[config.mk]
export PLATFORM = sky130hd
export DESIGN_NAME = nct_ctrl
export DESIGN_NICKNAME = d
export VERILOG_FILES = /design/src/design/nct_pkg.sv /design/src/design/nct_ctrl.sv
export SDC_FILE = /design/constraint.sdc
export NUM_CORES = 1
export LEC_CHECK = 0
export ABC_AREA = 1
export BUFFER_PORTS_ARGS = -buffer_cell sky130_fd_sc_hd__buf_2
export CORE_AREA = 5 5 42 44
export CTS_CLUSTER_SIZE = 28
export DETAILED_ROUTE_END_ITERATION = 8
export DIE_AREA = 0 0 47 49
export HOLD_SLACK_MARGIN = 0.06
export PLACE_DENSITY = 0.5
export SYNTH_ARGS = -nofsm -noshare
export SYNTH_HDL_FRONTEND = slang
export SYNTH_SLANG_ARGS = --single-unit
export TNS_END_PERCENT = 50
[constraint.sdc]
create_clock -name clk -period 1.4 [get_ports clk]
set_clock_uncertainty 0.05 [all_clocks]
set_input_delay 0.07 -clock clk [delete_from_list [all_inputs] [get_ports clk]]
set_output_delay 0.07 -clock clk [all_outputs]
set_load 0.02 [all_outputs]
[src/design/nct_pkg.sv]
`timescale 1ns / 1ps
// ----------------------------------------------------------------------------
// nct_pkg
// Shared widths, register map and controller/datapath command types for the
// nearest centroid tracker.
// ----------------------------------------------------------------------------
package nct_pkg;

    // default configuration
    localparam int MAX_OBJECTS_DEF = 64;
    localparam int COORD_BITS_DEF  = 16;

    // item field widths
    localparam int POS_W     = 16;
    localparam int OUT_IDX_W = 6;
    localparam int DIST_W    = 34;

    // configuration port
    localparam int APB_ADDR_W = 3;
    localparam int APB_DATA_W = 32;
    localparam int RADIUS_W   = 16;
    localparam logic [RADIUS_W-1:0] RADIUS_RESET = 16'd100;

    // register index (paddr[2]); index 1 lies beyond the map
    localparam logic REG_MATCH_RADIUS = 1'b0;

    typedef struct packed {
        logic load;         // capture item, restart scan
        logic scan;         // issue next committed-table read
        logic commit;       // decide, update pending table, load result
        logic copy;         // copy pending entries to committed table
        logic copy_finish;  // copy complete, commit count
    } nct_cmd_t;

    typedef struct packed {
        logic scan_done;
        logic copy_done;
        logic frame_end;
    } nct_status_t;

endpackage

[src/design/nct_ctrl.sv]
`timescale 1ns / 1ps
// ----------------------------------------------------------------------------
// nct_ctrl
// Sequencer for one item: accept, scan, decide, optional commit copy.
// Owns the handshakes and the result valid flag.
// ----------------------------------------------------------------------------
module nct_ctrl (
    input  logic                 clk,
    input  logic                 rst_n,
    input  logic                 cand_valid,
    output logic                 cand_ready,
    output logic                 res_valid,
    input  logic                 res_ready,
    input  nct_pkg::nct_status_t status,
    output nct_pkg::nct_cmd_t    cmd
);
    import nct_pkg::*;

    typedef enum logic [3:0] {
        ST_IDLE   = 4'b0001,
        ST_SCAN   = 4'b0010,
        ST_RESULT = 4'b0100,
        ST_COPY   = 4'b1000
    } state_t;

    state_t state_reg, state_next;
    logic   res_valid_reg, res_valid_next;
    logic   out_free;

    assign out_free   = !res_valid_reg || res_ready;
    assign cand_ready = (state_reg == ST_IDLE);
    assign res_valid  = res_valid_reg;

    always_comb
    begin
        state_next = state_reg;
        cmd        = '0;
        case (state_reg)
            ST_IDLE:
            begin
                if (cand_valid)
                begin
                    cmd.load   = 1'b1;
                    state_next = ST_SCAN;
                end
            end
            ST_SCAN:
            begin
                cmd.scan = 1'b1;
                if (status.scan_done)
                begin
                    state_next = ST_RESULT;
                end
            end
            ST_RESULT:
            begin
                if (out_free)
                begin
                    cmd.commit = 1'b1;
                    state_next = status.frame_end ? ST_COPY : ST_IDLE;
                end
            end
            ST_COPY:
            begin
                cmd.copy = 1'b1;
                if (status.copy_done)
                begin
                    cmd.copy_finish = 1'b1;
                    state_next      = ST_IDLE;
                end
            end
            default:
            begin
                state_next = ST_IDLE;
            end
        endcase
    end

    always_comb
    begin
        res_valid_next = res_valid_reg;
        if (cmd.commit)
        begin
            res_valid_next = 1'b1;
        end
        else if (res_ready)
        begin
            res_valid_next = 1'b0;
        end
    end

    always_ff @(posedge clk or negedge rst_n)
    begin
        if (!rst_n)
        begin
            state_reg     <= ST_IDLE;
            res_valid_reg <= 1'b0;
        end
        else
        begin
            state_reg     <= state_next;
            res_valid_reg <= res_valid_next;
        end
    end

endmodule
==> impl_metrics.csv, run 1 <==
group,metric,value,unit
floorplan,std_cell_rows,14,
layout,synthToLayoutAreaGrowth,47.1,%
synthesis,ys_ff_latch,5,
detailed_routing,dr.pass1.iters,4,
worst_setup_path,slowest_stage,"dfstp_2",
synthesis,synth_sequential_area_ratio,39.3,%
worst_setup_path,crit_chain,"inv_2 -> nor2_4 -> nand2_2 -> nor2_2 -> buf_6",
floorplan,dieArea,2300,sq um
clock_network,cts.sinks,5,
detailed_routing,wirelength,722,microns
sta,relSlewSlack,87.1,%
sta,fmax,718,MHz
clock_network,cts_buffers,3,
worst_setup_path,critPathArrivalTime,1.27,ns
sta,setup_violations,0,
global_routing,grt_max_degree,6,
synthesis,ys_warn_count,0,
clock_network,root_buffer,"clkbuf_4",
sta,rsz0062_at_grt,"yes",
place,portBuffers,13,
sta,period_share,99.4,%
synthesis,synth_nets,58,
place,pre_cts_ws,0.205,ns
worst_setup_path,start_kind,"register",
sta,hold_viol,0,
layout,nNetsFinal,77,
clock_network,cts_tree,"yes",
worst_setup_path,path_max_fanout,3,
layout,n_fill_cell,159,
sta,worst_pin_slew,0.193,ns
detailed_routing,drtIter0Drc,11,
sta,maxSlewViolCount,0,
global_routing,grt_pass1_vias,305,
worst_setup_path,critPathKind,"register to output pin",
synthesis,netlist_instances,51,
power_and_ir_drop,p_seq_share,26.8,%
global_routing,grt_usage,7.65,%
global_routing,antenna_found_initial,0,
floorplan,pin_count,14,
detailed_routing,num_vias,344,
power_and_ir_drop,p_int,537,uW
power_and_ir_drop,p_sw,422,uW
global_routing,grt_pass1_wl,1.25,mm
detailed_routing,drc_errors,0,
detailed_routing,wl_per_cell,8.49,microns
floorplan,coreArea,1400,sq um
clock_network,htree_levels,1,
layout,num_antenna_cells,0,
status,outcome,"finished, final reports clean",
layout,drive_gt1_share,39.1,%
power_and_ir_drop,p_leak,0.296,nW
sta,fin_ws,0.00819,ns
sta,fin_hold_ws,0.0925,ns
worst_setup_path,critPathCaptureType,"output pin",
place,place_hpwl,571,microns
detailed_routing,ant_nets,0,
power_and_ir_drop,power,959,uW
worst_hold_path,hold_path.class,"input pin to register",
synthesis,synth_area,322,sq um
floorplan,die_y,49,microns
power_and_ir_drop,power_density,2030,nW/um^2
worst_setup_path,crit_buf_inv,2,
power_and_ir_drop,p_clk_share,17.6,%
worst_setup_path,crit_family,"flip-flops",
clock_network,clockBufferDepth,2,
power_and_ir_drop,p_comb_share,55.6,%
worst_setup_path,critPathRequiredTime,1.28,ns
sta,min_period,1.39,ns
clock_network,clkSlewWorstSetupHoldPaths,0.04,ns
layout,largest_register_ffs,4,
floorplan,initial_utilization,22.9,%
clock_network,clock_latency,0.24,ns
global_routing,grt-ovfl-total,0,
power_and_ir_drop,peakVddDrop,0.998,mV
worst_setup_path,critPathMaxStageDelay,0.55,ns
detailed_routing,vias_per_cell,4.05,
place,gp_congestion,0.733,
synthesis,syn_area_per_cell,6.31,sq um
synthesis,yosys.cell_types.count,9,
floorplan,die_w,47,microns
power_and_ir_drop,swShare,44.0,%
flow_run,cap_violations,0,
[cells in the mapped netlist]
library cell	instances	area, sq um
buf_4	2	15.0
o21ai_0	2	10.0
dfstp_2	1	26.3
dfrtp_1	4	100
nand2_1	13	48.8
nand3_1	4	20.0
inv_1	12	45.0
nor2_2	3	18.8
nor2_1	10	37.5
[stage by stage]
step | util [%] | instances | area (sq um) | TNS, ns
detailed placement | 27.9 | 78 | 392 | 0
global placement | 27.9 | 78 | 392 | 0
global route | 33.8 | 85 | 473 | -0.134
finish | 33.8 | 85 | 473 | 0
CTS | 32.1 | 85 | 450 | 0
floorplan | - | 51 | 322 | 0
[tightest hold or removal path, delay by kind of cell]
kind,cells,cell delay (ns)
buffers and inverters,2,0.12
and+or+nand+nor,2,0.16
[placed cells by master, fill, tap and decap left out]
cell type,n
o21ai_0,2
inv_2,2
nor2_1,7
buf_6,2
buf_4,1
buf_2,11
nand2_1,12
dfrtp_1,4
nand2_2,1
dfstp_2,1
nor2_2,5
clkbuf_4,3
nand3_1,4
nor2_4,1
dlygate4sd3_1,2
inv_1,10
clkbuf_1,1
[layer usage]
| metal | track usage [%] | wire [microns] | vias up |
|---|---|---|---|
| met4 | 5.53 | 0 | 0 |
| li1 | - | - | 183 |
| met1 | 9.42 | 290 | 150 |
| met5 | 0 | 0 | - |
| met3 | 2.21 | 66 | 0 |
| met2 | 10.9 | 366 | 11 |
[cells by family after synthesis]
logic type	after synthesis	share of synthesized area, %
buf+inv	14	18.7
flops	5	39.3
compound gates	2	3.11
simple gates	30	38.9
[layout make-up]
type                    count  area, sq um  share of cell area (%)
multi-input cells          32          150                    31.7
flip-flops and latches      5          126                    26.7
repair buffers             16          105                    22.2
inverters                  12         45.0                    9.52
clock buffers               4         26.3                    5.56
well taps                  16         20.0                    4.23
[power by group through the flow]
stage,logic (mW),clock network (mW),registers (mW)
6_report,0.533,0.169,0.256
5_1_grt,0.609,0.186,0.264
4_1_cts,0.462,0.177,0.246
3_5_place_dp,0.412,0,0.245
3_3_place_gp,0.412,0,0.245
2_1_floorplan,0.310,0,0.252
[repair_timing]
action,in CTS,in global routing
hold endpoints to repair,6,0
resized for setup,2,9
pin swaps,0,2
endpoints found under the setup margin,2,4
setup buffers,1,0
hold buffers,2,0
[path summary, 6_finish.rpt]
check | endpoint | cells past startpoint | start | slack [ns]
max | cmd[4] | 5 | state_reg[0] | 0.008
min | state_reg[3] | 4 | status[1] | 0.09
max reg2reg | state_reg[0] | 8 | state_reg[0] | 0.15
min reg2reg | res_valid | 2 | res_valid | 0.52
max in group asynchronous | state_reg[0] | 2 | rst_n | 0.97
min in group asynchronous | state_reg[2] | 2 | rst_n | 0.12
(Power assumes the default switching activity.)
==> run 2: changes to the inputs <==
--- a/config.mk
+++ b/config.mk
@@ -13,6 +13,7 @@
 export DIE_AREA = 0 0 47 49
 export HOLD_SLACK_MARGIN = 0.06
 export PLACE_DENSITY = 0.5
+export RECOVER_POWER = 100
 export SYNTH_ARGS = -nofsm -noshare
 export SYNTH_HDL_FRONTEND = slang
 export SYNTH_SLANG_ARGS = --single-unit
==> impl_metrics.csv, run 2 (synthesis results as in run 1) <==
group,metric,value,unit
status,outcome,"finished, final reports clean",
worst_setup_path,crit_family,"flip-flops",
sta,relSlewSlack,82.7,%
global_routing,grt_pass1_vias,305,
floorplan,die_w,47,microns
layout,fin_util,33.6,%
layout,layout_commonest_cell,"nand2_1",
power_and_ir_drop,p_seq_share,26.8,%
detailed_routing,routed.top_layer,"met3",
floorplan,coreArea,1400,sq um
detailed_routing,dr.pass1.iters,4,
layout,largest_register_ffs,4,
place,portBuffers,13,
sta,rsz0062_at_grt,"yes",
worst_setup_path,critPathArrivalTime,1.27,ns
detailed_routing,drc_errors,0,
power_and_ir_drop,p_clk_share,17.7,%
floorplan,std_cell_rows,14,
worst_setup_path,slowest_stage,"dfstp_2",
sta,maxSlewViolCount,0,
global_routing,grt-ovfl-total,0,
sta,period_share,99.4,%
clock_network,cts.sinks,5,
power_and_ir_drop,p_sw,422,uW
detailed_routing,ant_nets,0,
worst_setup_path,crit_buf_inv,2,
layout,stdcell_count,85,
clock_network,clkSlewWorstSetupHoldPaths,0.04,ns
sta,worst_pin_slew,0.260,ns
floorplan,dieArea,2300,sq um
global_routing,grt_pass1_wl,1.25,mm
power_and_ir_drop,swShare,44.2,%
detailed_routing,vias_per_cell,4.00,
detailed_routing,num_vias,340,
layout,nNetsFinal,77,
layout,drive_gt1_share,36.2,%
detailed_routing,m1WireLength,294,microns
power_and_ir_drop,p_comb_share,55.5,%
worst_setup_path,critPathKind,"register to output pin",
detailed_routing,wl_per_cell,8.53,microns
worst_setup_path,critPathCaptureType,"output pin",
detailed_routing,wl_met2,365,microns
clock_network,root_buffer,"clkbuf_4",
global_routing,antenna_found_initial,0,
sta,hold_viol,0,
global_routing,grt_max_degree,6,
sta,setup_tns,0,ns
place,dp.cells,78,
sta,fmax,718,MHz
place,gp_congestion,0.733,
detailed_routing,drtIter0Drc,9,
layout,num_antenna_cells,0,
layout,mostFrequentLayoutCells,"12 x nand2_1, 10 x inv_1, 9 x buf_2, 7 x nor2_1, 5 x nor2_2",
floorplan,pin_count,14,
detailed_routing,wirelength,725,microns
worst_setup_path,crit_chain,"inv_2 -> nor2_4 -> nand2_2 -> nor2_2 -> buf_6",
power_and_ir_drop,p_leak,0.289,nW
power_and_ir_drop,power_density,2030,nW/um^2
flow_run,cap_violations,0,
floorplan,initial_utilization,22.9,%
clock_network,cts_buffers,3,
worst_setup_path,start_kind,"register",
global_routing,grt_usage,7.65,%
clock_network,cts_tree,"yes",
sta,min_period,1.39,ns
power_and_ir_drop,p_int,534,uW
clock_network,clock_latency,0.24,ns
worst_setup_path,path_max_fanout,3,
clock_network,htree_levels,1,
worst_setup_path,critPathRequiredTime,1.28,ns
clock_network,clockBufferDepth,2,
floorplan,die_y,49,microns
sta,setup_violations,0,
worst_setup_path,critPathMaxStageDelay,0.55,ns
sta,fin_hold_ws,0.0919,ns
power_and_ir_drop,peakVddDrop,0.998,mV
place,place_hpwl,571,microns
worst_hold_path,hold_path.class,"input pin to register",
detailed_routing,wl_met3,65,microns
power_and_ir_drop,power,956,uW
layout,synthToLayoutAreaGrowth,46.3,%
## run 2: cell count changes in the layout (fill, tap and decap cells not counted), sizes merged
cell    previous run  this run
buf               14        12
clkbuf             4         6
## run 2: cell type report
type	instances	area (sq um)
Tap cell	16	20.0
Multi-Input combinational cell	32	150
Timing Repair Buffer	16	103
Sequential cell	5	126
Clock buffer	4	26.3
Fill cell	160	931
Inverter	12	45.0
## run 2: worst paths after layout
path | slack (ns) | startpoint | endpoint | cells past startpoint
max in group asynchronous | 0.88 | rst_n | state_reg[0] | 2
worst max-delay path | 0.008 | state_reg[0] | cmd[4] | 5
worst min-delay path | 0.09 | status[1] | state_reg[3] | 4
worst max register to register | 0.15 | state_reg[0] | state_reg[0] | 8
min in group asynchronous | 0.16 | rst_n | state_reg[2] | 2
worst min register to register | 0.52 | res_valid | res_valid | 2
## run 2: per-layer routing
| metal | GRT usage, % | vias up |
|---|---|---|
| met3 | 2.21 | 0 |
| met5 | 0 | - |
| met4 | 5.53 | 0 |
| met1 | 9.42 | 148 |
| li1 | - | 183 |
| met2 | 10.9 | 9 |
## run 2: through the flow
| stage | area (sq um) | setup slack, ns |
|---|---|---|
| 2_1_floorplan | 322 | 0.226 |
| 3_3_place_gp | 392 | 0.196 |
| 3_5_place_dp | 392 | 0.205 |
| 4_1_cts | 450 | 0.00783 |
| 5_1_grt | 470 | -0.0742 |
| 6_report | 470 | 0.00817 |
## run 2: worst reg2reg max path, stage by stage (launching register included)
cell	delay, ns
dfstp_2	0.55
inv_2	0.05
nor2_4	0.11
nand2_2	0.08
buf_4	0.14
nand2_1	0.05
nor2_1	0.04
nand2_1	0.06
nand2_1	0.06
## run 2: power groups by stage
stage	combinational, mW	sequential [mW]	clock [mW]
CTS	0.462	0.246	0.177
global placement	0.412	0.245	0
detailed placement	0.412	0.245	0
finish	0.530	0.257	0.169
floorplan	0.310	0.252	0
global route	0.606	0.265	0.186
## run 2: repair_timing
| action | CTS | global route |
|---|---|---|
| buffers inserted | 1 | 0 |
| hold buffers | 2 | 0 |
| endpoints found under the setup margin | 2 | 4 |
| resized for setup | 2 | 9 |
| endpoints found under the hold margin | 6 | 0 |
| pin swaps | 0 | 2 |
